File: src/rtl/core/serpentine_led_framebuffer_defines.svh
// assertion helpers shared by the framebuffer rtl
`ifndef SERPENTINE_LED_FRAMEBUFFER_DEFINES_SVH
`define SERPENTINE_LED_FRAMEBUFFER_DEFINES_SVH

// property checked on every edge outside reset
`define SLED_ASSERT(name, prop, msg) \
    name: assert property (@(posedge clk) disable iff (!rst_n) (prop)) \
        else $error(msg);

// condition now implies consequence on the next edge
`define SLED_ASSERT_NEXT(name, cond, conseq, msg) \
    name: assert property (@(posedge clk) disable iff (!rst_n) (cond) |=> (conseq)) \
        else $error(msg);

`endif

File: src/rtl/core/sled_pkg.sv
package sled_pkg;

    // widest store address over the supported matrix sizes (64 x 64)
    localparam int ADDR_W      = 12;

    // command queue between classifier and executor
    localparam int QUEUE_DEPTH = 4;
    localparam int QPTR_W      = 2;
    localparam int QCNT_W      = 3;

    // input kinds
    localparam logic [2:0] KIND_PAINT      = 3'd0;
    localparam logic [2:0] KIND_SCROLL     = 3'd1;
    localparam logic [2:0] KIND_FILL_COLOR = 3'd2;
    localparam logic [2:0] KIND_FILL_BLACK = 3'd3;
    localparam logic [2:0] KIND_FETCH      = 3'd4;

    // configuration register indexes
    localparam logic [1:0] CFG_RED   = 2'd0;
    localparam logic [1:0] CFG_GREEN = 2'd1;
    localparam logic [1:0] CFG_BLUE  = 2'd2;

    typedef enum logic [1:0] {
        CMD_PAINT,
        CMD_SCROLL,
        CMD_FILL,
        CMD_FETCH
    } cmd_t;

    typedef enum logic [1:0] {
        BK_IDLE,
        BK_FILL,
        BK_SCROLL,
        BK_FETCH
    } bk_state_t;

    typedef struct packed {
        logic [7:0] green;
        logic [7:0] red;
        logic [7:0] blue;
    } pixel_t;

    typedef struct packed {
        cmd_t              cmd;
        logic              zero;
        logic [ADDR_W-1:0] addr;
    } q_item_t;

    typedef struct packed {
        logic full;
        logic empty;
    } q_status_t;

    typedef struct packed {
        logic clearing;
    } bk_status_t;

endpackage

File: src/rtl/core/sled_front.sv
module sled_front
    import sled_pkg::*;
#(
    parameter int MATRIX_WIDTH  = 16,
    parameter int MATRIX_HEIGHT = 16
)
(
    input  logic       in_valid,
    output logic       in_ready,
    input  logic [2:0] kind,
    input  logic [3:0] x_coord,
    input  logic [3:0] y_coord,
    input  logic [7:0] chain_index,
    input  q_status_t  q_status,
    input  bk_status_t bk_status,
    output logic       push,
    output q_item_t    push_item
);

    localparam int PIXEL_COUNT = MATRIX_WIDTH * MATRIX_HEIGHT;

    logic [15:0] x_w;
    logic [15:0] y_w;
    logic [15:0] row_w;
    logic [15:0] col_w;
    logic [15:0] addr_w;
    logic        useful;

    // serpentine mapping: flipped row, odd rows reversed
    assign x_w    = 16'(x_coord);
    assign y_w    = 16'(y_coord);
    assign row_w  = 16'(MATRIX_HEIGHT - 1) - y_w;
    assign col_w  = row_w[0] ? (16'(MATRIX_WIDTH - 1) - x_w) : x_w;
    assign addr_w = 16'(MATRIX_WIDTH) * row_w + col_w;

    assign in_ready = !q_status.full && !bk_status.clearing;

    always_comb
    begin
        useful         = 1'b0;
        push_item.cmd  = CMD_PAINT;
        push_item.zero = 1'b0;
        push_item.addr = '0;
        unique case (kind) inside
            KIND_PAINT:
            begin
                // off-matrix paint leaves the store alone
                useful         = (x_w < 16'(MATRIX_WIDTH)) && (y_w < 16'(MATRIX_HEIGHT));
                push_item.cmd  = CMD_PAINT;
                push_item.addr = addr_w[ADDR_W-1:0];
            end
            KIND_SCROLL:
            begin
                useful        = 1'b1;
                push_item.cmd = CMD_SCROLL;
            end
            KIND_FILL_COLOR, KIND_FILL_BLACK:
            begin
                useful         = 1'b1;
                push_item.cmd  = CMD_FILL;
                push_item.zero = (kind == KIND_FILL_BLACK);
            end
            KIND_FETCH:
            begin
                // fetch past the chain end reads black
                useful         = 1'b1;
                push_item.cmd  = CMD_FETCH;
                push_item.zero = (16'(chain_index) >= 16'(PIXEL_COUNT));
                push_item.addr = ADDR_W'(chain_index);
            end
            default:
            begin
                useful = 1'b0;
            end
        endcase
    end

    assign push = in_valid && in_ready && useful;

endmodule

File: config.mk
export PLATFORM = sky130hd
export DESIGN_NAME = sled_front
export DESIGN_NICKNAME = d
export VERILOG_FILES = /design/src/rtl/core/serpentine_led_framebuffer_defines.svh /design/src/rtl/core/sled_pkg.sv /design/src/rtl/core/sled_front.sv
export SDC_FILE = /design/constraint.sdc
export NUM_CORES = 1
export LEC_CHECK = 0
export BUFFER_PORTS_ARGS = -buffer_cell sky130_fd_sc_hd__buf_4
export CORE_AREA = 5 5 42 44
export DETAILED_ROUTE_END_ITERATION = 10
export DIE_AREA = 0 0 47 49
export PLACE_DENSITY = 0.71
export RECOVER_POWER = 100
export SLEW_MARGIN = 30
export SYNTH_ARGS = -nofsm -noshare
export SYNTH_HDL_FRONTEND = slang
export SYNTH_SLANG_ARGS = --single-unit
File: constraint.sdc
create_clock -name vclk -period 0.8
set_input_delay 0.12 -clock vclk [all_inputs]
set_output_delay 0.12 -clock vclk [all_outputs]
set_load 0.05 [all_outputs]
==> results.toml, run 1 <==
[place]
port_buffers = 35
dpl.hpwl_um = 988
routabilityCongestion = 0.638
dp_slack_ns = -0.362
postPlaceCellArea_sq_um = 712
placedCellCount = 97

[global_routing]
grt_max_degree = 13
grt_pass1_wl_um = 2000
grt_overflow = 0
antenna_found_initial = 0
grt_usage = 0.111
grt_pass1_vias = 465

[floorplan]
start_util = 0.211
fp-row-count = 14
fp.dieArea_sq_um = 2300
die_y_um = 49
core_area_sq_um = 1400
ios = 40
dieWidth_um = 47

[worst_setup_path]
path_max_fanout = 4
endpoint_kind = "output port"
cp-start-kind = "input pin"
criticalPathCategory = "input pin to output port"
max_stage_delay_ns = 0.44
cp_slowest_cell = "or3_4"
crit_top_cell = "buf_6"
path_buf_inv = 2
arrival_ns = 0.96
worstPathRequired_ns = 0.68
cp_cell_sequence = "buf_6, or3_4, o22ai_4, buf_6"
crit_family = "simple AND/OR/NAND/NOR gates"

[synth]
yosysUniqueCellTypes = 16
syn_avg_cell_area_sq_um = 6.87
syn_inst = 43
synth_area_sq_um = 295
yosysWarnings = 0
yosysSeqAreaShare = 0

[sta]
setup_viol = 12
fmax_mhz = 927
rsz0062_at_grt = "true"
maxSlewViolCount = 0
fin_ws_ns = -0.278
finalSetupTns_ns = -2.53
hold_violations = 0
min_period_ns = 1.08
min_period_over_period = 1.35

[final_layout]
final_common_cell = "buf_4"
fin_util = 0.589
clkbuf_count = 0
nFlopsAndLatches = 0
regArea_sq_um = 0
design_area_sq_um = 826
fin_cells = 99
drive_above_1_share = 0.807
n_fill_cell = 126
syn_to_final_growth_pct = 180
layout.nets = 108
n_antenna_cell = 0
layout_common_cells = "25 x buf_4, 15 x buf_6, 8 x nand2_1, 5 x a21oi_4"

[worst_hold_path]
hold_class = "input pin to output port"
hold_end = "in_ready"
whs_path_depth = 3
worstHoldStart = "q_status[1]"

[detailed_routing]
vias_per_cell = 4.34
drt_pass1_iterations = 2
ant_nets = 0
dr_total_vias = 430
drtIter0Drc = 1
wl_per_cell_um = 11.7
routed_wl_um = 1160
drc = 0

[outcome]
status = "finished with violations"
failed_checks = "setup timing"

[power_and_ir_drop]
vdd_drop_max_mv = 0.314
p_leak_nw = 0.362
power.density_nw_per_um2 = 705

[clock_tree]
hold_buffers = 0

[flow_run]
cap_violations = 0
[final cells by class]
class	count	area (sq um)	area share
Tap cell	16	20.0	0.0242
Multi-Input combinational cell	38	382	0.462
Timing Repair Buffer	44	417	0.505
Inverter	1	7.51	0.00909
[timing repair]
action                                  CTS  global route
cloned                                    0             0
endpoints found under the setup margin   12            12
pin swaps                                 5             8
resized for setup                        29             0
setup buffers                             3             0
hold endpoints to repair                  0             0
[layer usage]
metal	GRT usage	up-vias	share of wire
met5	0	-	0
met4	0	0	0
met3	0.00369	0	0.063
met2	0.224	16	0.63
met1	0.126	197	0.31
li1	-	217	-
[power breakdown]
part	switching (mW)	total, mW	internal (mW)
sequential	0	0	0
combinational	0.320	0.582	0.261
clock	0	0	0
[cells in the mapped netlist]
cell / instances / share of area
nand2_1: 8 / 0.10
a21oi_1: 5 / 0.085
buf_4: 4 / 0.10
o22ai_2: 4 / 0.17
or2_2: 4 / 0.085
xor2_1: 4 / 0.12
buf_6: 3 / 0.11
nand2b_1: 2 / 0.042
nor2_1: 2 / 0.025
and3_1: 1 / 0.021
conb_1: 1 / 0.013
inv_1: 1 / 0.013
mux2i_1: 1 / 0.034
o21ai_0: 1 / 0.017
or2_1: 1 / 0.021
or3_4: 1 / 0.038
[worst max-delay path by stage]
stage,startpoint,endpoint,slack (ns),depth (start not counted)
floorplan,kind[1],push_item[0],-0.19,2
finish,kind[0],push_item[3],-0.28,4
CTS,kind[1],push_item[2],-0.31,4
global route,kind[0],push_item[3],-0.31,4
global placement,kind[1],push_item[3],-0.36,5
detailed placement,kind[1],push_item[3],-0.36,5
[cells by family (layout without fill, tap and decap cells)]
group	after synthesis	after routing	synth area share
AOI/OAI and AO/OA	10	10	0.271
xor gates and xnor gates	4	4	0.119
buffers and inverters	8	45	0.229
muxes	1	1	0.0339
other	1	4	0.0127
and+or+nand+nor	19	19	0.335
[per-stage QoR]
step,total power [mW],hold WS (ns)
2_1_floorplan,0.358,0.292
4_1_cts,0.593,0.538
3_3_place_gp,0.515,0.532
3_5_place_dp,0.522,0.537
5_1_grt,0.614,0.568
6_report,0.582,0.559
(Power assumes the default switching activity.)
==> run 2: changes to the inputs <==
--- a/config.mk
+++ b/config.mk
@@ -5,11 +5,11 @@
 export SDC_FILE = /design/constraint.sdc
 export NUM_CORES = 1
 export LEC_CHECK = 0
-export BUFFER_PORTS_ARGS = -buffer_cell sky130_fd_sc_hd__buf_4
 export CORE_AREA = 5 5 42 44
 export DETAILED_ROUTE_END_ITERATION = 10
 export DIE_AREA = 0 0 47 49
-export PLACE_DENSITY = 0.71
+export DONT_BUFFER_PORTS = 1
+export PLACE_DENSITY = 0.44
 export RECOVER_POWER = 100
 export SLEW_MARGIN = 30
 export SYNTH_ARGS = -nofsm -noshare
==> run 2 against run 1 <==
Net effect:
- the run still ends with setup timing left
- core utilization is 14 points lower
- via count is 25% lower
- critical path depth is 1 lower
- flip-flop and latch count stayed put
- critical endpoint is now push_item[0]
==> results.toml, run 2 (same netlist as run 1, synthesis figures left out) <==
[outcome]
failed_checks = "setup timing"
status = "finished with violations"

[place]
dpl.hpwl_um = 809
routabilityCongestion = 0.611
port_buffers = 0
dp_slack_ns = -0.201

[sta]
rsz0062_at_grt = "true"
maxSlewViolCount = 0
hold_violations = 0
min_period_ns = 0.989
setup_viol = 8
fmax_mhz = 1010
fin_ws_ns = -0.189
min_period_over_period = 1.24
finalSetupTns_ns = -1.18

[detailed_routing]
drtIter0Drc = 1
drc = 0
dr_total_vias = 321
ant_nets = 0
routed_wl_um = 892
drt_pass1_iterations = 2
vias_per_cell = 4.65
wl_per_cell_um = 12.9

[power_and_ir_drop]
p_seq_frac = 0
vdd_drop_max_mv = 0.360
clock_power_share = 0
pwr-share-comb = 1.000
intPower_uw = 196
switching_share = 0.580
total_power_uw = 467
power.switching_uw = 271
p_leak_nw = 0.219
power.density_nw_per_um2 = 739

[floorplan]
fp-row-count = 14
fp.dieArea_sq_um = 2300
start_util = 0.211
ios = 40
dieWidth_um = 47
core_area_sq_um = 1400
die_y_um = 49

[final_layout]
layout.nets = 78
drive_above_1_share = 0.660
clkbuf_count = 0
final_common_cell = "buf_12"
layout_common_cells = "11 x buf_12, 8 x nand2_1, 5 x a21oi_4"
syn_to_final_growth_pct = 114
fin_util = 0.451
n_antenna_cell = 0
n_fill_cell = 136
nFlopsAndLatches = 0
multi_input_area_sq_um = 357
regArea_sq_um = 0

[worst_hold_path]
worstHoldStart = "kind[1]"
hold_class = "input pin to output port"
hold_end = "push_item[13]"
whs_path_depth = 2

[worst_setup_path]
endpoint_kind = "output port"
criticalPathCategory = "input pin to output port"
worstPathRequired_ns = 0.68
arrival_ns = 0.87
path_max_fanout = 5
cp-start-kind = "input pin"

[global_routing]
antenna_found_initial = 0
grt_usage = 0.0752
grt_pass1_wl_um = 1400
grt_pass1_vias = 365
grt_max_degree = 18
grt_overflow = 0

[clock_tree]
hold_buffers = 0
cts_setup_buffers = 0

[flow_run]
cap_violations = 0
run 2: changes by cell type in the layout (fill, tap and decap cells not counted), moves of 2 or more:
cell	change
nand2b_2	+2
buf_6	-15
nand2b_4	-2
buf_12	+9
buf_4	-24
run 2: per-layer routing:
| layer | track usage | vias up | part of all wire |
|---|---|---|---|
| met2 | 0.136 | 24 | 0.49 |
| li1 | - | 153 | - |
| met4 | 0 | 0 | 0 |
| met1 | 0.0852 | 144 | 0.29 |
| met5 | 0 | - | 0 |
| met3 | 0.0295 | 0 | 0.21 |
run 2: per-stage QoR:
stage / hold slack [ns] / instance area [sq um] / cells
floorplan: 0.292 / 428 / 46
global placement: 0.394 / 639 / 69
detailed placement: 0.393 / 639 / 69
CTS: 0.394 / 652 / 69
global route: 0.396 / 632 / 69
finish: 0.393 / 632 / 69
run 2: layout make-up:
| type | count | area share |
|---|---|---|
| multi-input combinational | 38 | 0.564 |
| timing repair buffer | 14 | 0.392 |
| tap | 16 | 0.0317 |
| inverter | 1 | 0.0119 |
run 2: timing repair:
item / in CTS / in global routing
setup endpoints to repair: 9 / 9
pin swaps: 1 / 1
resized for setup: 4 / 1
run 2: worst max-delay path: stages:
cell and delay (ns):
or3_4 0.43, o22ai_4 0.15, buf_12 0.16
run 2: worst max path at each step:
stage	start	endpoint	slack [ns]	depth (start not counted)
2_1_floorplan	kind[1]	push_item[0]	-0.19	2
3_3_place_gp	kind[1]	push_item[3]	-0.20	4
3_5_place_dp	kind[1]	push_item[3]	-0.20	4
4_1_cts	kind[1]	push_item[0]	-0.20	3
5_1_grt	kind[1]	push_item[0]	-0.21	3
6_report	kind[1]	push_item[0]	-0.19	3
run 2: power groups by stage:
stage	logic, mW	registers [mW]	clock network (mW)
3_3_place_gp	0.479	0	0
2_1_floorplan	0.358	0	0
6_report	0.467	0	0
4_1_cts	0.488	0	0
5_1_grt	0.487	0	0
3_5_place_dp	0.479	0	0
==> run 3: changes to the inputs <==
--- a/config.mk
+++ b/config.mk
@@ -9,7 +9,7 @@
 export DETAILED_ROUTE_END_ITERATION = 10
 export DIE_AREA = 0 0 47 49
 export DONT_BUFFER_PORTS = 1
-export PLACE_DENSITY = 0.44
+export PLACE_DENSITY = 0.33
 export RECOVER_POWER = 100
 export SLEW_MARGIN = 30
 export SYNTH_ARGS = -nofsm -noshare
==> run 3 against run 2 <==
Net effect:
- the run still ends with setup timing left
- die area unchanged
- setup slack better by 0.0053 ns
- count of clock-buffer cells in the layout unchanged
- maximum frequency up 0.54%
- combinational power up 3%
- hold slack better by 0.0022 ns
- routed wire length up 7.1%
- non-clock buffer count unchanged
- cell area up 1.6%
- first-iteration DRC count down 100%
- highest routed layer unchanged
==> results.toml, run 3 (same netlist as run 1, synthesis figures left out) <==
[power_and_ir_drop]
total_power_uw = 479
p_leak_nw = 0.223
power.density_nw_per_um2 = 747
vdd_drop_max_mv = 0.275

[final_layout]
regArea_sq_um = 0
layout_common_cells = "12 x buf_12, 8 x nand2_1, 5 x a21oi_4"
n_fill_cell = 142
syn_to_final_growth_pct = 117
drive_above_1_share = 0.642
fin_util = 0.458
layout.nets = 78
nFlopsAndLatches = 0
clkbuf_count = 0
final_common_cell = "buf_12"
multi_input_area_sq_um = 354
n_antenna_cell = 0
fin_cells = 69
design_area_sq_um = 642

[floorplan]
core_area_sq_um = 1400
fp.dieArea_sq_um = 2300
die_y_um = 49
start_util = 0.211
ios = 40
dieWidth_um = 47
fp-row-count = 14

[worst_setup_path]
endpoint_kind = "output port"
worstPathRequired_ns = 0.68
path_buf_inv = 1
path_max_fanout = 5
max_stage_delay_ns = 0.43
arrival_ns = 0.86
cp_slowest_cell = "or3_4"
cp-start-kind = "input pin"
crit_family = "simple AND/OR/NAND/NOR gates"
cp_cell_sequence = "or3_4, o22ai_4, buf_12"
criticalPathCategory = "input pin to output port"

[detailed_routing]
wl_per_cell_um = 13.8
routed_wl_um = 955
vias_per_cell = 4.45
drc = 0
ant_nets = 0
drtIter0Drc = 0
dr_total_vias = 307
drt_pass1_iterations = 1

[outcome]
status = "finished with violations"
failed_checks = "setup timing"

[sta]
fin_ws_ns = -0.184
hold_violations = 0
holdWs_ns = 0.395
fmax_mhz = 1020
finalSetupTns_ns = -1.17
min_period_over_period = 1.23
setup_viol = 8
maxSlewViolCount = 0
rsz0062_at_grt = "true"
min_period_ns = 0.984

[place]
dpl.hpwl_um = 873
routabilityCongestion = 0.690
postPlaceCellArea_sq_um = 639
port_buffers = 0
dp_slack_ns = -0.205
placedCellCount = 69

[global_routing]
grt_pass1_vias = 318
grt_pass1_wl_um = 1450
grt_usage = 0.0808
grt_max_degree = 18
antenna_found_initial = 0
grt_overflow = 0

[worst_hold_path]
hold_class = "input pin to output port"

[flow_run]
cap_violations = 0
## run 3: metal layers
metal / vias to the layer above / routed length [um] / part of all wire / track usage
li1: 154 / - / - / -
met1: 133 / 275 / 0.29 / 0.0893
met2: 20 / 548 / 0.57 / 0.156
met3: 0 / 132 / 0.14 / 0.0185
met4: 0 / 0 / 0 / 0
met5: - / 0 / 0 / 0
## run 3: area by class of cell
| class | count | share of cell area |
|---|---|---|
| inverter | 1 | 0.0117 |
| timing repair buffer | 14 | 0.405 |
| multi-input combinational | 38 | 0.552 |
| tap | 16 | 0.0312 |
## run 3: repair_timing
| item | CTS | global route |
|---|---|---|
| gates resized for setup | 4 | 0 |
| hold buffers | 0 | 0 |
| gates cloned | 0 | 0 |
| endpoints found under the setup margin | 10 | 8 |
| setup buffers | 0 | 0 |
| pin swaps | 2 | 3 |
## run 3: where the power goes
part / internal [mW] / switching [mW]
combinational: 0.205 / 0.274
clock: 0 / 0
sequential: 0 / 0
total: 0.205 / 0.274
## run 3: path summary, 6_finish.rpt
kind / from / to / cells after the start
setup / recovery: kind[1] / push_item[0] / 3
hold / removal: kind[1] / push_item[13] / 2
