==> config.mk <==
export PLATFORM = sky130hd
export DESIGN_NAME = sled_queue
export DESIGN_NICKNAME = d
export VERILOG_FILES = /design/src/rtl/core/sled_pkg.sv /design/src/rtl/core/sled_queue.sv
export VERILOG_INCLUDE_DIRS = /design/src /design/src/rtl/core
export SDC_FILE = /design/constraint.sdc
export NUM_CORES = 1
export LEC_CHECK = 0
export BUFFER_PORTS_ARGS = -buffer_cell sky130_fd_sc_hd__buf_4
export CAP_MARGIN = 5
export CORE_AREA = 4 4 93 95
export DETAILED_ROUTE_END_ITERATION = 8
export DIE_AREA = 0 0 97 99
export GPL_TIMING_DRIVEN = 0
export PLACE_DENSITY_LB_ADDON = 0.08
export SLEW_MARGIN = 20
export SYNTH_ARGS = -nofsm -noshare
export SYNTH_HDL_FRONTEND = slang
export SYNTH_SLANG_ARGS = --single-unit
==> constraint.sdc <==
create_clock -name clk -period 1.6 [get_ports clk]
set_input_delay 0.08 -clock clk [delete_from_list [all_inputs] [get_ports clk]]
set_output_delay 0.08 -clock clk [all_outputs]
set_load 0.05 [all_outputs]
==> src/rtl/core/serpentine_led_framebuffer_defines.svh <==
// assertion helpers shared by the framebuffer rtl
`ifndef SERPENTINE_LED_FRAMEBUFFER_DEFINES_SVH
`define SERPENTINE_LED_FRAMEBUFFER_DEFINES_SVH

// property checked on every edge outside reset
`define SLED_ASSERT(name, prop, msg) \
    name: assert property (@(posedge clk) disable iff (!rst_n) (prop)) \
        else $error(msg);

// condition now implies consequence on the next edge
`define SLED_ASSERT_NEXT(name, cond, conseq, msg) \
    name: assert property (@(posedge clk) disable iff (!rst_n) (cond) |=> (conseq)) \
        else $error(msg);

`endif

==> src/rtl/core/sled_pkg.sv <==
package sled_pkg;

    // widest store address over the supported matrix sizes (64 x 64)
    localparam int ADDR_W      = 12;

    // command queue between classifier and executor
    localparam int QUEUE_DEPTH = 4;
    localparam int QPTR_W      = 2;
    localparam int QCNT_W      = 3;

    // input kinds
    localparam logic [2:0] KIND_PAINT      = 3'd0;
    localparam logic [2:0] KIND_SCROLL     = 3'd1;
    localparam logic [2:0] KIND_FILL_COLOR = 3'd2;
    localparam logic [2:0] KIND_FILL_BLACK = 3'd3;
    localparam logic [2:0] KIND_FETCH      = 3'd4;

    // configuration register indexes
    localparam logic [1:0] CFG_RED   = 2'd0;
    localparam logic [1:0] CFG_GREEN = 2'd1;
    localparam logic [1:0] CFG_BLUE  = 2'd2;

    typedef enum logic [1:0] {
        CMD_PAINT,
        CMD_SCROLL,
        CMD_FILL,
        CMD_FETCH
    } cmd_t;

    typedef enum logic [1:0] {
        BK_IDLE,
        BK_FILL,
        BK_SCROLL,
        BK_FETCH
    } bk_state_t;

    typedef struct packed {
        logic [7:0] green;
        logic [7:0] red;
        logic [7:0] blue;
    } pixel_t;

    typedef struct packed {
        cmd_t              cmd;
        logic              zero;
        logic [ADDR_W-1:0] addr;
    } q_item_t;

    typedef struct packed {
        logic full;
        logic empty;
    } q_status_t;

    typedef struct packed {
        logic clearing;
    } bk_status_t;

endpackage

==> src/rtl/core/sled_queue.sv <==
`include "serpentine_led_framebuffer_defines.svh"

module sled_queue
    import sled_pkg::*;
(
    input  logic      clk,
    input  logic      rst_n,
    input  logic      push,
    input  q_item_t   push_item,
    input  logic      pop,
    output q_item_t   head_item,
    output q_status_t q_status
);

    q_item_t           entry_reg [QUEUE_DEPTH];
    logic [QPTR_W-1:0] wr_ptr_reg;
    logic [QPTR_W-1:0] wr_ptr_next;
    logic [QPTR_W-1:0] rd_ptr_reg;
    logic [QPTR_W-1:0] rd_ptr_next;
    logic [QCNT_W-1:0] count_reg;
    logic [QCNT_W-1:0] count_next;

    always_ff @(posedge clk)
    begin
        if (push)
        begin
            entry_reg[wr_ptr_reg] <= push_item;
        end
    end

    always_comb
    begin
        wr_ptr_next = push ? wr_ptr_reg + QPTR_W'(1) : wr_ptr_reg;
        rd_ptr_next = pop ? rd_ptr_reg + QPTR_W'(1) : rd_ptr_reg;
        case ({push, pop})
            2'b10:   count_next = count_reg + QCNT_W'(1);
            2'b01:   count_next = count_reg - QCNT_W'(1);
            default: count_next = count_reg;
        endcase
    end

    always_ff @(posedge clk or negedge rst_n)
    begin
        if (!rst_n)
        begin
            wr_ptr_reg <= '0;
            rd_ptr_reg <= '0;
            count_reg  <= '0;
        end
        else
        begin
            wr_ptr_reg <= wr_ptr_next;
            rd_ptr_reg <= rd_ptr_next;
            count_reg  <= count_next;
        end
    end

    assign head_item      = entry_reg[rd_ptr_reg];
    assign q_status.full  = (count_reg == QCNT_W'(QUEUE_DEPTH));
    assign q_status.empty = (count_reg == '0);

    `SLED_ASSERT(a_q_no_overflow, push |-> !q_status.full, "push into full queue")
    `SLED_ASSERT(a_q_no_underflow, pop |-> !q_status.empty, "pop from empty queue")
    `SLED_ASSERT_NEXT(a_q_count_up, push && !pop, count_reg == $past(count_reg) + QCNT_W'(1), "queue count lost a push")

endmodule

==> impl_results.md, run 1 <==
- Period utilization: 108.7%
- Place WS: -0.1757 ns
- Post-synthesis sequential area ratio: between 70% and 80%
- Cell Count, Final, Fillers Out: 295
- Maximum vdd ir drop: roughly 0.00087 V
- Buffers and inverters on the worst path: 3
- Initial DRT Pass Iterations: 4
- HP Start: push
- Vias in the first global route: between 1000 and 1500
- Sw frac: approximately 37%
- CP max FO: 9
- Worst slew margin: about two thirds
- Net Switching: between 2 and 3 mW
- GRT Total Usage: 10.54%
- Core box area: roughly 7700 µm²
- Clock share of power: between 10% and 20%
- Die height: a little under 100 µm
- Sequential share of power: a little over a third
- Cell family with most CP delay: multiplexers
- Fin nets: ~210
- Total power: a little under 7 mW
- CTS tree: done
- I/O pins: 36
- Worst Setup SP: rd_ptr_reg[0]$_DFFE_PN0P_
- Ant. Diodes: 0
- Clock latency at the later pin of the worst-skew pair: roughly 0.33 ns
- H-tree depth: 3
- DRT iter0 DRCs: 29
- Synth warn: 0
- Unrepaired setup endpoints after global routing: true
- Pwr dens: 1985 nW/µm²
- Ratio of cells with drive above 1 in the final layout: approximately 42%
- Bufs on Longest Clock Path: 2
- Hold Crit Class: primary input to flip-flop
- Final wirelength: about 4800 µm
- Cell Chain, Critical Path: buf_6 > clkbuf_16 > mux4_2 > buf_6
- Initial core utilization: about a third
- R2R depth: 5
- Crit path largest cell delay: 0.50 ns
- Clk sinks: 67
- Endpoints failing setup: 15
- Critical R2R Capture: count_reg[2]$_DFFE_PN0P_
- Synthesized area per cell: around 22 µm²
- CP Launch Type: flip-flop
- Initial antenna violation count: 0
- Filler cells: just under 700
- Placed instance count: approximately 250
- FF-to-FF Start: count_reg[0]$_DFFE_PN0P_
- Fmax: 0.5751 GHz
- Critical path required time: between 1.5 and 2 ns
- Post-Route Utilization: between 40% and 50%
- Reg clk slew, reported paths: about 0.070 ns
- Pleak: between 1 and 1.5 nW
- Met2 Use GR: between 15 and 20%
- First-pass GRT wire length: between 7000 and 8000 µm
- Rows: 32
- Crit path depth: 4
- Post-layout worst setup margin: -0.1390 ns
- Worst Setup EP: head_item[6]
- Vias after detailed routing: approximately 1300
- Synthesis-stage register bit count: 67
- Via/cell ratio: around 4.4
- Mapped Area: between 2000 and 3000 µm²
- R2R setup slack: about 0.11 ns
- Synth unique cells: 18
- Clock root buffer: clkbuf_8
- Status: complete, but fails checks
- Slowest CP cell: mux4_2
- DP Area: 2992 µm²
- Max Slew Vio Count: 0
- Global Route met1 Usage: 13.19%
- Failing checks: setup timing
- Internal power: around 4.4 mW
- Crit path top cell by count: buf_6
- Max reg flops: 60
- # Max-Cap Violations: 0
- Minimum clock period: ~1.7 ns
- Met3 track utilization from global routing: 3.114%
- Worst-margin pin slew: around 0.47 ns
- Crit path DAT: roughly 1.7 ns
- Final Cell Area: around 3500 µm²
- Die width: approximately 97 µm
- Port Buf Inserts: 35
- # DRC: 0
- Post-DRT Antenna Nets: 0
- Gr busiest metal: met2
- Endpoint type of the worst setup path: output pin
- Gr ovfl total: 0
- Hold Vio Cnt, Final: 0
- Syn Inst Count: 116
- Wire length per cell: ~16 µm
- Comb power frac: 45.8%
- Synthesized net count: about 140
- Layout area overhead: 34.78%
- Area of the die: between 9000 and 10000 µm²
- RD Place Congestion: around 0.72
- CTS Buf Count: 9
- Crit Path Category: flip-flop to output pin
- Clock Skew: between 0.002 and 0.003 ns
- Largest net degree at the start of global routing: 16
[power groups by stage]
stage | combinational, mW | clock, mW | sequential, mW
6_report | 3.18 | 1.33 | 2.44
2_1_floorplan | 1.98 | 0 | 2.43
3_5_place_dp | 2.73 | 0 | 2.48
3_3_place_gp | 2.68 | 0 | 2.45
4_1_cts | 3.15 | 1.37 | 2.45
5_1_grt | 3.38 | 1.44 | 2.48
[stage by stage]
stage,setup TNS (ns),hold slack [ns]
after floorplan,0,-0.2156
after global placement,-5.854,-0.1044
after detailed placement,-7.717,-0.09793
after CTS,-2.095,0.002911
after global routing,-2.669,0.03205
final,-1.739,0.009570
[worst min path at each step]
stage                                           end  slack, ns  cells after the start
after floorplan            count_reg[0]$_DFFE_PN0P_      -0.22                      0
after global placement    wr_ptr_reg[0]$_DFFE_PN0P_      -0.10                      1
after detailed placement  wr_ptr_reg[1]$_DFFE_PN0P_       -0.1                      1
after CTS                 wr_ptr_reg[1]$_DFFE_PN0P_      0.003                      3
after global routing      wr_ptr_reg[1]$_DFFE_PN0P_       0.03                      3
final                     wr_ptr_reg[1]$_DFFE_PN0P_       0.01                      3
[what timing repair did]
action | in CTS | in global routing
setup buffers | 6 | 1
setup endpoints to repair | 75 | 16
pin swaps | 0 | 2
gates resized for setup | 27 | 4
cloned | 0 | 1
hold buffers | 18 | 0
hold endpoints to repair | 70 | 0
[area by class of cell]
cell class	instances	area (µm²)	area share, %
clock inverters	7	68.82	1.963
plain buffers	4	50.05	1.428
clock buffers	9	123.9	3.533
flip-flops and latches	67	1977	56.39
inverters	6	22.52	0.6424
repair buffers	61	580.6	16.56
multi-input cells	39	555.5	15.85
well taps	102	127.6	3.640
[cell families (layout without fill, tap and decap cells)]
kind of cell,count (synthesis),count (layout),synth area share [%]
AOI/OAI and AO/OA,2,2,0.3848
xor gates and xnor gates,6,6,2.020
adders and majority gates,6,6,3.175
buffers and inverters,10,87,2.453
DFF,67,67,76.00
muxes,15,15,14.00
and+or+nand+nor,10,10,1.972
[cells in the final DEF, fill, tap and decap left out, drive strengths merged, types with 3 or more instances in the layout]
master / Yosys / routed
buf: 4 / 45
clkinv: 0 / 4
nand2: 3 / 3
dfrtp: 7 / 7
clkbuf: 0 / 11
ha: 5 / 5
xor2: 4 / 4
dlygate4sd3: 0 / 18
and2: 4 / 4
mux4: 15 / 15
edfxtp: 60 / 60
inv: 6 / 6
[Yosys cell counts, drive strengths merged]
master  number  area (µm²)
nor2         1       3.750
inv          6       22.52
o21ai        2       10.01
mux4        15       364.1
nor3         1       5.000
edfxtp      60        1802
fa           1       20.02
nand2        3       11.26
ha           5       62.56
buf          4       41.29
xor2         4       35.03
xnor2        2       17.52
and2         4       25.02
and3         1       6.260
dfrtp        7       175.2
[tightest hold or removal path: stages]
cell	delay, ns
buf_4	0.11
nand2_1	0.05
o21ai_0	0.06
[metal layers]
metal | vias up | wire (µm)
met5 | - | 0
met4 | 0 | 110
met3 | 11 | 177
met2 | 28 | 2406
met1 | 658 | 2114
li1 | 601 | -
Note: power is estimated with default switching activity, not from simulation.
==> inputs of run 2 (changes only) <==
--- a/config.mk
+++ b/config.mk
@@ -6,11 +6,12 @@
 export SDC_FILE = /design/constraint.sdc
 export NUM_CORES = 1
 export LEC_CHECK = 0
+export ABC_AREA = 1
 export BUFFER_PORTS_ARGS = -buffer_cell sky130_fd_sc_hd__buf_4
 export CAP_MARGIN = 5
-export CORE_AREA = 4 4 93 95
+export CORE_AREA = 4 4 97 99
 export DETAILED_ROUTE_END_ITERATION = 8
-export DIE_AREA = 0 0 97 99
+export DIE_AREA = 0 0 101 103
 export GPL_TIMING_DRIVEN = 0
 export PLACE_DENSITY_LB_ADDON = 0.08
 export SLEW_MARGIN = 20
==> run 2 against run 1 <==
  * The flow now finishes without violations
  * Wire length rose by 17%
  * Worst setup slack improved by 0.20 ns
  * Critical path depth rose by 1
  * Core utilization fell by 1.9 points
  * Synthesized cell count rose by 93%
  * Register-to-register slack improved by 0.03 ns
  * Critical endpoint is now head_item[12]
  * Largest power group unchanged
  * Highest routed layer unchanged
==> impl_results.md, run 2 <==
- Status: complete, no violations
- Final wirelength: approximately 5600 µm
- Place WS: -0.05311 ns
- Final Hold Slack: ~0.028 ns
- Post-Route Utilization: a little over two fifths
- Async SR Flop Fraction: about a tenth
- Net Switching: 3.237 mW
- Synth top cells by count: 60 x edfxtp_1, 56 x nand2_1, 43 x inv_1, 27 x o211ai_1
- Endpoints failing setup: 0
- Initial antenna violation count: 0
- Rows: 34
- Crit path DAT: between 1 and 1.5 ns
- Dpl hpwl: between 3000 and 4000 µm
- Clock Skew: roughly 0.0054 ns
- Wire length per cell: around 14 µm
- Reg clk slew, reported paths: about 0.070 ns
- Pleak: about 1.5 nW
- Max reg flops: 60
- Maximum vdd ir drop: between 0.0007 and 0.0008 V
- Port Buf Inserts: 34
- Commonest cells after routing, fill and taps aside: 60 x edfxtp_1, 56 x nand2_1, 39 x inv_1
- Worst slew margin: approximately three quarters
- Post-synth EDFFs: 60
- Simple-gate share of the synthesized area: 8.086%
- CTS Buf Count: 9
- Critical path required time: 1.52 ns
- Die height: 103 µm
- RD Place Congestion: around 0.7
- Via/cell ratio: 4.299
- Synthesis-stage register bit count: 67
- H-tree depth: 3
- Clk sinks: between 60 and 70
- Ratio of cells with drive above 1 in the final layout: approximately a quarter
- Synth unique cells: 19
- Top post-synthesis cells by area: edfxtp_1 63%, nand2_1 7.3%, o211ai_1 7.1%, dfrtp_1 6.1%, inv_1 5.6%
- CP Launch Type: flip-flop
- Initial DRT Pass Iterations: 4
- Crit Path Category: flip-flop to output pin
- Synthesized area per cell: about 13 µm²
- Gr ovfl total: 0
- Hold Crit Class: primary input to flip-flop
- Post-synth top area share: 62.94%
- Fin nets: around 310
- Clock latency at the later pin of the worst-skew pair: between 0.3 and 0.4 ns
- Filler cells: approximately 800
- Vias in the first global route: approximately 1700
- Post-synthesis mux area share: 0%
- Most frequent cell after synthesis: edfxtp_1
- Period utilization: a little over nine tenths
- Synth Flop Type: edfxtp_1
- Vias after detailed routing: approximately 1700
- DRT iter0 DRCs: 38
- Bufs on Longest Clock Path: 2
- Cell Count, Final, Fillers Out: around 400
- Mapped Area: between 2000 and 3000 µm²
- Most common cell after layout, fill and taps aside: edfxtp_1
- Post-DRT Antenna Nets: 0
- Pwr dens: between 2000 and 2500 nW/µm²
- Area of the die: approximately 10000 µm²
- Hold Vio Cnt, Final: 0
- Internal power: around 4.3 mW
- Clock share of power: approximately 16%
- Layout area overhead: 29.94%
- Ant. Diodes: 0
- Fmax: between 0.6 and 0.7 GHz
- Initial core utilization: between 30% and 40%
- Post-synthesis sequential area ratio: 69.06%
- DP Area: about 3300 µm²
- First-pass GRT wire length: 9349 µm
- GRT Total Usage: around an eighth
- Setup TNS: 0 ns
- Minimum clock period: 1.537 ns
- Synth Area in Compound Gates: under 10%
- Total power: between 7 and 8 mW
- Sw frac: between 40% and 50%
- Comb power frac: 51.9%
- Placed instance count: between 300 and 400
- Clock root buffer: clkbuf_8
- Largest area contributor in the netlist: edfxtp_1
- # DRC: 0
- Post-layout worst setup margin: between 0.06 and 0.07 ns
- Die width: between 100 and 150 µm
- Sequential share of power: 32.5%
- Max Slew Vio Count: 0
- Syn Inst Count: 224
- Synthesized net count: 249
- I/O pins: 36
- Final Cell Area: about 3700 µm²
- Post-Synth Adder-Cell Area: between 2 and 3%
- Unrepaired setup endpoints after global routing: true
- # Max-Cap Violations: 0
- Endpoint type of the worst setup path: output pin
- Core box area: between 8000 and 9000 µm²
- Post-synthesis xor/xnor area fraction: under 10%
- Largest family of logic cells by synthesized area: buffers and inverters
- Synth warn: 0
- CTS tree: done
- Worst-margin pin slew: between 0.3 and 0.4 ns
- Largest net degree at the start of global routing: 16
- CP max FO: 10
[run 2: kinds of logic (layout without fill, tap and decap cells)]
| family | count (synthesis) | after routing |
|---|---|---|
| compound gates | 32 | 32 |
| xor+xnor | 4 | 4 |
| fa+ha+maj | 6 | 6 |
| buf+inv | 55 | 125 |
| flops | 67 | 67 |
| simple gates | 60 | 60 |
[run 2: final cells by class]
| class | count | area, µm² | area share, % |
|---|---|---|---|
| flip-flops and latches | 67 | 1977 | 53.15 |
| multi-input cells | 102 | 599.3 | 16.11 |
| repair buffers | 54 | 518.0 | 13.93 |
| inverters | 44 | 187.7 | 5.045 |
| plain buffers | 11 | 142.6 | 3.835 |
| well taps | 108 | 135.1 | 3.633 |
| clock buffers | 10 | 127.6 | 3.431 |
| clock inverters | 6 | 32.53 | 0.8745 |
[run 2: layer usage]
layer / GRT usage [%] / routed length [µm] / up-vias
li1: - / - / 888
met1: 16.62 / 2672 / 800
met2: 18.99 / 2638 / 32
met3: 2.774 / 247 / 8
met4: 5.215 / 74 / 0
met5: 0 / 0 / -
[run 2: power by group through the flow]
stage               clock (mW)  combinational [mW]  sequential [mW]
finish                    1.17                3.90             2.44
global route              1.31                4.23             2.48
CTS                       1.21                3.66             2.45
detailed placement           0                3.55             2.49
global placement             0                3.53             2.48
floorplan                    0                2.52             2.46
[run 2: path summary, 6_finish.rpt]
kind,start,end,slack [ns],cells after the start
max reg2reg,wr_ptr_reg[0]$_DFFE_PN0P_,entry_reg[1][2]$_DFFE_PP_,0.14,3
min in group asynchronous,rst_n,count_reg[0]$_DFFE_PN0P_,0.09,2
min reg2reg,count_reg[2]$_DFFE_PN0P_,count_reg[2]$_DFFE_PN0P_,0.51,2
max,rd_ptr_reg[0]$_DFFE_PN0P_,head_item[12],0.06,5
max in group asynchronous,rst_n,rd_ptr_reg[1]$_DFFE_PN0P_,1.38,2
min,push,wr_ptr_reg[0]$_DFFE_PN0P_,0.03,2
[run 2: critical path: stages (launching register included)]
cell and delay, ns:
dfrtp_1 0.38, buf_6 0.15, buf_12 0.14, o211ai_1 0.20
nand2_1 0.10, buf_6 0.16
[run 2: repair_timing]
item / in CTS / in global routing
pin swaps: 0 / 15
endpoints found under the hold margin: 68 / 0
hold buffers: 17 / 0
setup endpoints to repair: 50 / 59
buffers inserted: 0 / 3
resized for setup: 7 / 18
==> inputs of run 3 (changes only) <==
--- a/config.mk
+++ b/config.mk
@@ -9,9 +9,9 @@
 export ABC_AREA = 1
 export BUFFER_PORTS_ARGS = -buffer_cell sky130_fd_sc_hd__buf_4
 export CAP_MARGIN = 5
-export CORE_AREA = 4 4 97 99
+export CORE_AREA = 4 4 103 105
 export DETAILED_ROUTE_END_ITERATION = 8
-export DIE_AREA = 0 0 101 103
+export DIE_AREA = 0 0 107 109
 export GPL_TIMING_DRIVEN = 0
 export PLACE_DENSITY_LB_ADDON = 0.08
 export SLEW_MARGIN = 20
==> run 3 against run 2 <==
  * Sequential share of layout area decreased by 2.8 points
  * Design area grew 5.5%
  * Combinational power increased by 5%
  * Hold slack worse by 0.0091 ns
  * Non-clock buffer count is 5 higher
  * First-iteration DRC count up 50%
  * Critical path depth unchanged
  * Largest power group unchanged
  * Final cell count rose by 7.5%
==> impl_results.md, run 3 (synthesis results as in run 2) <==
- HP Start: push
- Endpoint type of the worst setup path: output pin
- Max reg flops: 60
- Pleak: 1.608 nW
- Endpoints failing setup: 0
- Post-DRT Antenna Nets: 0
- Rows: 36
- CP Launch Type: flip-flop
- Critical path required time: 1.52 ns
- Minimum clock period: 1.557 ns
- Status: complete, no violations
- Fin nets: 319
- RD Place Congestion: between 0.6 and 0.7
- Period utilization: around 97%
- H-tree depth: 3
- Ratio of cells with drive above 1 in the final layout: between 20% and 30%
- First-pass GRT wire length: 9515 µm
- CP max FO: 10
- Gr ovfl total: 0
- Unrepaired setup endpoints after global routing: true
- FF-to-FF Start: wr_ptr_reg[0]$_DFFE_PN0P_
- Clk sinks: 67
- Vias in the first global route: between 1500 and 2000
- Commonest cells after routing, fill and taps aside: 60 x edfxtp_1, 56 x nand2_1, 39 x inv_1
- Crit path DAT: ~1.5 ns
- Largest net degree at the start of global routing: 16
- Vias after detailed routing: approximately 1800
- # DRC: 0
- Most common cell after layout, fill and taps aside: edfxtp_1
- Final wirelength: 6149 µm
- Area of the die: between 10000 and 15000 µm²
- Max Slew Vio Count: 0
- Clock root buffer: clkbuf_8
- CTS Buf Count: 9
- Setup TNS: 0 ns
- Die width: approximately 110 µm
- Worst Setup SP: rd_ptr_reg[0]$_DFFE_PN0P_
- Final Cell Area: 3925 µm²
- Die height: 109 µm
- Pwr dens: around 2100 nW/µm²
- Wire length per cell: around 14 µm
- Initial DRT Pass Iterations: 4
- Hold Vio Cnt, Final: 0
- Place WS: -0.09572 ns
- Post-layout worst setup margin: about 0.043 ns
- Fmax: about 0.64 GHz
- Reg clk slew, reported paths: 0.07 ns
- DP Area: ~3300 µm²
- Port Buf Inserts: 34
- # Max-Cap Violations: 0
- Initial core utilization: ~30%
- Layout area overhead: 37.11%
- DRT iter0 DRCs: 57
- Clock latency at the later pin of the worst-skew pair: approximately 0.34 ns
- Hold Crit Class: primary input to flip-flop
- CTS tree: done
- Crit Path Category: flip-flop to output pin
- Worst-margin pin slew: 0.3881 ns
- I/O pins: 36
- GRT Total Usage: between 10 and 15%
- Core box area: about 9600 µm²
- Maximum vdd ir drop: 0.0009002 V
- Total power: ~8.4 mW
- Clock Skew: about 0.0056 ns
- Initial antenna violation count: 0
- Via/cell ratio: slightly above 4
- Worst slew margin: approximately 74%
- Bufs on Longest Clock Path: 2
- Ant. Diodes: 0
- Dpl hpwl: between 3000 and 4000 µm
[run 3: changes by cell type in the layout (fill, tap and decap cells not counted), sizes merged]
cell | previous run | this run
buf | 48 | 51
bufinv | 0 | 4
clkbuf | 10 | 11
clkinv | 4 | 3
clkinvlp | 6 | 5
inv | 40 | 39
[run 3: worst paths after layout]
| kind | end | cells past startpoint | slack [ns] |
|---|---|---|---|
| max | head_item[11] | 5 | 0.04 |
| min | wr_ptr_reg[0]$_DFFE_PN0P_ | 2 | 0.02 |
| max reg2reg | entry_reg[1][2]$_DFFE_PP_ | 3 | 0.13 |
| min reg2reg | count_reg[2]$_DFFE_PN0P_ | 2 | 0.52 |
| max in group asynchronous | rd_ptr_reg[0]$_DFFE_PN0P_ | 2 | 1.38 |
| min in group asynchronous | count_reg[2]$_DFFE_PN0P_ | 2 | 0.09 |
[run 3: cell type report]
| type | instances | area, µm² |
|---|---|---|
| buffer | 11 | 141.4 |
| clock buffer | 9 | 123.9 |
| clock inverter | 7 | 140.1 |
| fill | 912 | 5714 |
| inverter | 44 | 192.7 |
| multi-input combinational | 102 | 599.3 |
| sequential | 67 | 1977 |
| tap | 133 | 166.4 |
| timing repair buffer | 59 | 584.3 |
[run 3: layer usage]
layer / up-vias / part of all wire, % / GRT usage [%]
li1: 896 / - / -
met5: - / 0 / 0
met1: 831 / 47 / 14.70
met3: 9 / 4.2 / 3.434
met2: 31 / 47 / 17.94
met4: 0 / 1.8 / 5.205
[run 3: report_power, final]
group / leakage [nW] / total [mW] / internal [mW] / switching [mW]
clock network: 0.127 / 1.85 / 1.19 / 0.656
registers: 0.634 / 2.44 / 2.31 / 0.125
logic: 0.847 / 4.09 / 1.54 / 2.55
total: 1.61 / 8.37 / 5.04 / 3.33
[run 3: critical path, stage by stage (launching register included)]
cell,delay [ns]
dfrtp_1,0.37
buf_6,0.14
buf_12,0.14
o211ai_1,0.22
nand2_1,0.10
buf_6,0.16
[run 3: stage by stage]
| step | cells | hold slack [ns] | util (%) |
|---|---|---|---|
| final | 432 | 0.01935 | 40.72 |
| after global routing | 432 | 0.005950 | 40.72 |
| after CTS | 426 | 0.002944 | 39.23 |
| after detailed placement | 391 | -0.09462 | 34.07 |
| after global placement | 391 | -0.09425 | 34.07 |
| after floorplan | 224 | -0.2156 | - |
[run 3: repair_timing]
| item | in CTS | in global routing |
|---|---|---|
| endpoints found under the hold margin | 68 | 0 |
| gates cloned | 0 | 1 |
| gates resized for setup | 13 | 15 |
| pin swaps | 0 | 11 |
| hold buffers | 17 | 0 |
| setup buffers | 2 | 5 |
| setup endpoints to repair | 69 | 40 |
